--- src/rtl/core/assert_macros.svh ---
// assertion macros shared by the rtl
`ifndef ASSERT_MACROS_SVH
`define ASSERT_MACROS_SVH

// property holds at every clock edge outside reset
`define ASSERT_CLK(lbl, clk, rst_n, prop, msg) \
    lbl: assert property (@(posedge clk) disable iff (!(rst_n)) (prop)) else $error(msg);

// antecedent in one cycle implies consequent in the next
`define ASSERT_NEXT(lbl, clk, rst_n, ante, cons, msg) \
    lbl: assert property (@(posedge clk) disable iff (!(rst_n)) (ante) |=> (cons)) \
        else $error(msg);

`endif

--- src/rtl/core/bssd_ram.sv ---
// generic single write port ram with registered read
module bssd_ram #(
    parameter int WIDTH = 8,
    parameter int DEPTH = 16
) (
    input  logic                     clk,
    input  logic                     we,
    input  logic [$clog2(DEPTH)-1:0] waddr,
    input  logic [WIDTH-1:0]         wdata,
    input  logic [$clog2(DEPTH)-1:0] raddr,
    output logic [WIDTH-1:0]         rdata
);

    logic [WIDTH-1:0] mem [DEPTH];
    logic [WIDTH-1:0] rdata_reg;

    always_ff @(posedge clk)
    begin
        if (we)
        begin
            mem[waddr] <= wdata;
        end
        rdata_reg <= mem[raddr];
    end

    assign rdata = rdata_reg;

endmodule

--- config.mk ---
export PLATFORM = sky130hd
export DESIGN_NAME = bssd_ram
export DESIGN_NICKNAME = d
export VERILOG_FILES = /design/src/rtl/core/assert_macros.svh /design/src/rtl/core/bssd_ram.sv
export SDC_FILE = /design/constraint.sdc
export NUM_CORES = 1
export LEC_CHECK = 0
export CAP_MARGIN = 20
export CORE_UTILIZATION = 45
export DETAILED_ROUTE_END_ITERATION = 8
export DONT_BUFFER_PORTS = 1
export SKIP_LAST_GASP = 1
export SLEW_MARGIN = 0
export SYNTH_ARGS = -nofsm -noshare
export SYNTH_HDL_FRONTEND = slang
export SYNTH_SLANG_ARGS = --single-unit
--- constraint.sdc ---
create_clock -name clk -period 2.4 [get_ports clk]
set_input_delay 0.48 -clock clk [delete_from_list [all_inputs] [get_ports clk]]
set_output_delay 0.48 -clock clk [all_outputs]
set_load 0.02 [all_outputs]
# Yosys cells after proc, flatten, opt, wreduce, memory -nomap -nowiden
# Memories as Yosys holds them, arrays and structs flattened. A register that Yosys moved wholly into a read port is not among the register bits.
# Index checks and enable logic that the tools add are counted.
# word_totals
ff_bits	0
ram_bits	128
output_inout_bits	8
word_cells	3
mem_count	1
# mem_list
name	depth	word_bits	read_ports	rd_clocked_by_memory_dff	write_ports	line	rtl
mem	16	8	1	1	1	bssd_ram.sv:14	logic [WIDTH-1:0] mem [DEPTH];
# classes
mux	2
# ops
op	count
$mux W1	2

# Longest topological paths before layout
# logic_depth
ltp_word	2
ltp_mapped	5
ltp_nobuf	3

# Worst setup path after synthesis
# No wires, ideal clock.
# synth_timing
kind	input -> register
start	input port waddr[2]
end	memory mem[0][0], enable pin
setup_time_ps	383
arrival_time_ps	1590
required_time_ps	2017
slack_ps	427
stages	2
cell_sequence	or3b_2 -> nor3_1
# synth_rtl
item	line	rtl
start: declaration	bssd_ram.sv:8	input logic [$clog2(DEPTH)-1:0] waddr,
end: declaration	bssd_ram.sv:14	
# No word-level cell before the write port.

==> metrics <==
Yosys Warn Count=0; insertion delay of the later-clocked pin in the worst-skew pair=between 400 and 500 ps; startpoint of the tightest hold check path=wdata[5]; proportion of netlist area held by the largest area contributor=0.747; Primary FF master, synth=edfxtp_1; grt peak-use layer=met2; global routing usage on met2=0.276; Resized cells post-CTS=0; clk buf depth=2; number of failing setup endpoints in the final timing report=0; post-route minimum period=approximately 1400 ps; Routed WL per cell=approximately 25 µm; Final GP Congestion=0.752; Rows=38; Top delay family on crit path=multiplexers; required time worst endpoint=~2700 ps; total number of vias=2338; largest net degree at the start of global routing=33; biggest area contributors in the synthesized netlist=edfxtp_1 (75%), mux4_2 (7.9%), mux4_1 (7.1%); Distinct cells, synth=19; final-layout worst hold slack=between 150 and 200 ps; setup TNS after final layout=0 ps; number of buffers and inverters on the critical path=0; fraction of layout cells with a size suffix above 1=0.231; worst ir drop on vdd=0.629 mV; delay contributed by the slowest stage of the critical path=520 ps; async set-or-reset flop fraction in the synthesized netlist=0; relative area change from synthesis to final layout=16.5%; Final Max Slew Viols=0; Clock Power Share=0.504; final-layout fill cell count=~830; most frequent cells after synthesis=edfxtp_1 (128), mux4_2 (18), a22oi_1 (16); sequential power share=0.471; final-stage net count=269; clock root cell=clkbuf_16; Post-synth EDFFs=between 100 and 150; switching pwr=roughly 1000 µW; global route total overflow=0; class of the tightest hold or removal check=input pin to flop; post-synthesis average cell area=22.5 µm²; share of the cycle needed by the critical path after routing=0.601; share of total power consumed by net switching=0.183; number of hold-slack violations in the final timing report=0; number of buffers inserted to repair setup after CTS=0; vias in the first global route=2327; startpoint of the lowest-slack register-to-register path=mem[9][3]; run status=finished clean; fmax=roughly 0.7 GHz; post-synthesis cell area=5150 µm²; register area share after synthesis=0.778; DRC Markers=0; area inside the core boundary=11000 µm²; sequential standard cell area=between 4000 and 5000 µm²; width of the chip=109 µm; Worst Setup SP=mem[9][3]; CP Capture Type=flop; Post-CTS Hold Fix Bufs=0; largest driver fanout on the critical path=1; startpoint type of the worst setup path=flop; area enclosed by the die boundary=11900 µm²; leakage power total=0.00197 µW; Multi-input gate area=1060 µm²; slew at the pin closest to its max-slew limit=715 ps; number of flip-flops and latches in the synthesized netlist=136; Fin Clk Skew=9.44 ps; total of buffers placed on input and output ports=0; most repeated cell in the gate-level netlist after synthesis=edfxtp_1; synthesized netlist net count=247; initial cell density of the core=0.469; Die Span Y=109 µm; count of mapped cells out of synthesis=229; max_slew headroom=0.521; unrepaired setup endpoints after global routing=false; via-per-instance ratio=~5.8; sink count of the clock tree=around 140; worst-path cell chain=mux4_1, a22oi_1, nand2_1; initial antenna violation count=0; PwrDens=about 950 nW/µm²; # IOs=26; Data arrival, critical path=~1700 ps; met1 usage=0.273; CP Class=flop to flop; portion of total power attributed to combinational logic=0.025; total clock buffers created by CTS=17; met3 Use GR=0.0448; TritonCTS clock tree=yes; WL final=around 10 mm; HPWL Detailed=6.31 mm; cell type with the largest total area after synthesis=edfxtp_1; Iter 0 DRT Violations=245; Post-DRT Antenna Nets=0; Antenna Cells=0; slowest CP cell=mux4_1; all-layer global routing usage=0.191; first drt pass iteration count=4; max-capacitance violation count=0; global-route wire length before repair=14.8 mm; maximum level of the CTS H-tree=4; max reg flops=128; Pint=about 4700 µW; CTS clk-pin slew, worst paths=60 ps
-- path summary, 6_finish.rpt --
kind / end / slack, ps / depth (start not counted)
worst max-delay path: rdata[3] / 960 / 3
worst min-delay path: mem[5][5] / 150 / 0
worst max register to register: rdata[3] / 960 / 3
worst min register to register: rdata[6] / 670 / 3
-- area by class of cell --
| type | count | share of cell area |
|---|---|---|
| multi-input cells | 83 | 0.176 |
| well taps | 140 | 0.0292 |
| flip-flops and latches | 136 | 0.668 |
| clock buffers | 19 | 0.0722 |
| clock inverters | 13 | 0.0382 |
| repair buffers | 13 | 0.0163 |
-- per-stage QoR --
step	utilization	power, µW	instances	cell area, µm²	worst slack (ps)
4_1_cts	0.546	5770	404	6000	974
5_1_grt	0.546	5860	404	6000	880
2_1_floorplan	-	2870	229	5150	427
3_3_place_gp	0.486	2890	372	5330	687
3_5_place_dp	0.486	2890	372	5330	738
6_report	0.546	5720	404	6000	957
-- placed cells by master (no fill, tap or decap), types with 2 or more instances in the layout --
master,count
nor3_1,4
nand2b_1,2
clkinvlp_4,3
clkbuf_16,17
nor2_1,13
buf_4,13
mux4_2,18
clkinv_4,2
nand3b_1,2
bufinv_16,6
mux4_1,14
a22oi_1,16
clkbuf_1,2
edfxtp_1,128
dfxtp_1,8
nand2_1,9
-- metal layers --
| layer | wire, µm | up-vias |
|---|---|---|
| met5 | 0 | - |
| met2 | 4710 | 97 |
| li1 | - | 1015 |
| met1 | 4460 | 1211 |
| met4 | 195 | 0 |
| met3 | 745 | 15 |
-- cell families (layout without fill, tap and decap cells) --
family | Yosys count | count (layout) | share of synthesized area
AO/OA/AOI/OAI | 16 | 16 | 0.0233
buffers and inverters | 10 | 45 | 0.0168
flip-flops | 136 | 136 | 0.778
multiplexers | 32 | 32 | 0.150
AND/OR/NAND/NOR | 35 | 35 | 0.0318
-- power by group through the flow --
stage	Combinational [µW]	Clock, µW	Sequential [µW]
final	144	2890	2700
after global routing	154	3010	2700
after CTS	146	2920	2700
after detailed placement	146	0	2750
after global placement	146	0	2740
after floorplan	135	0	2740
(Power assumes the default switching activity.)
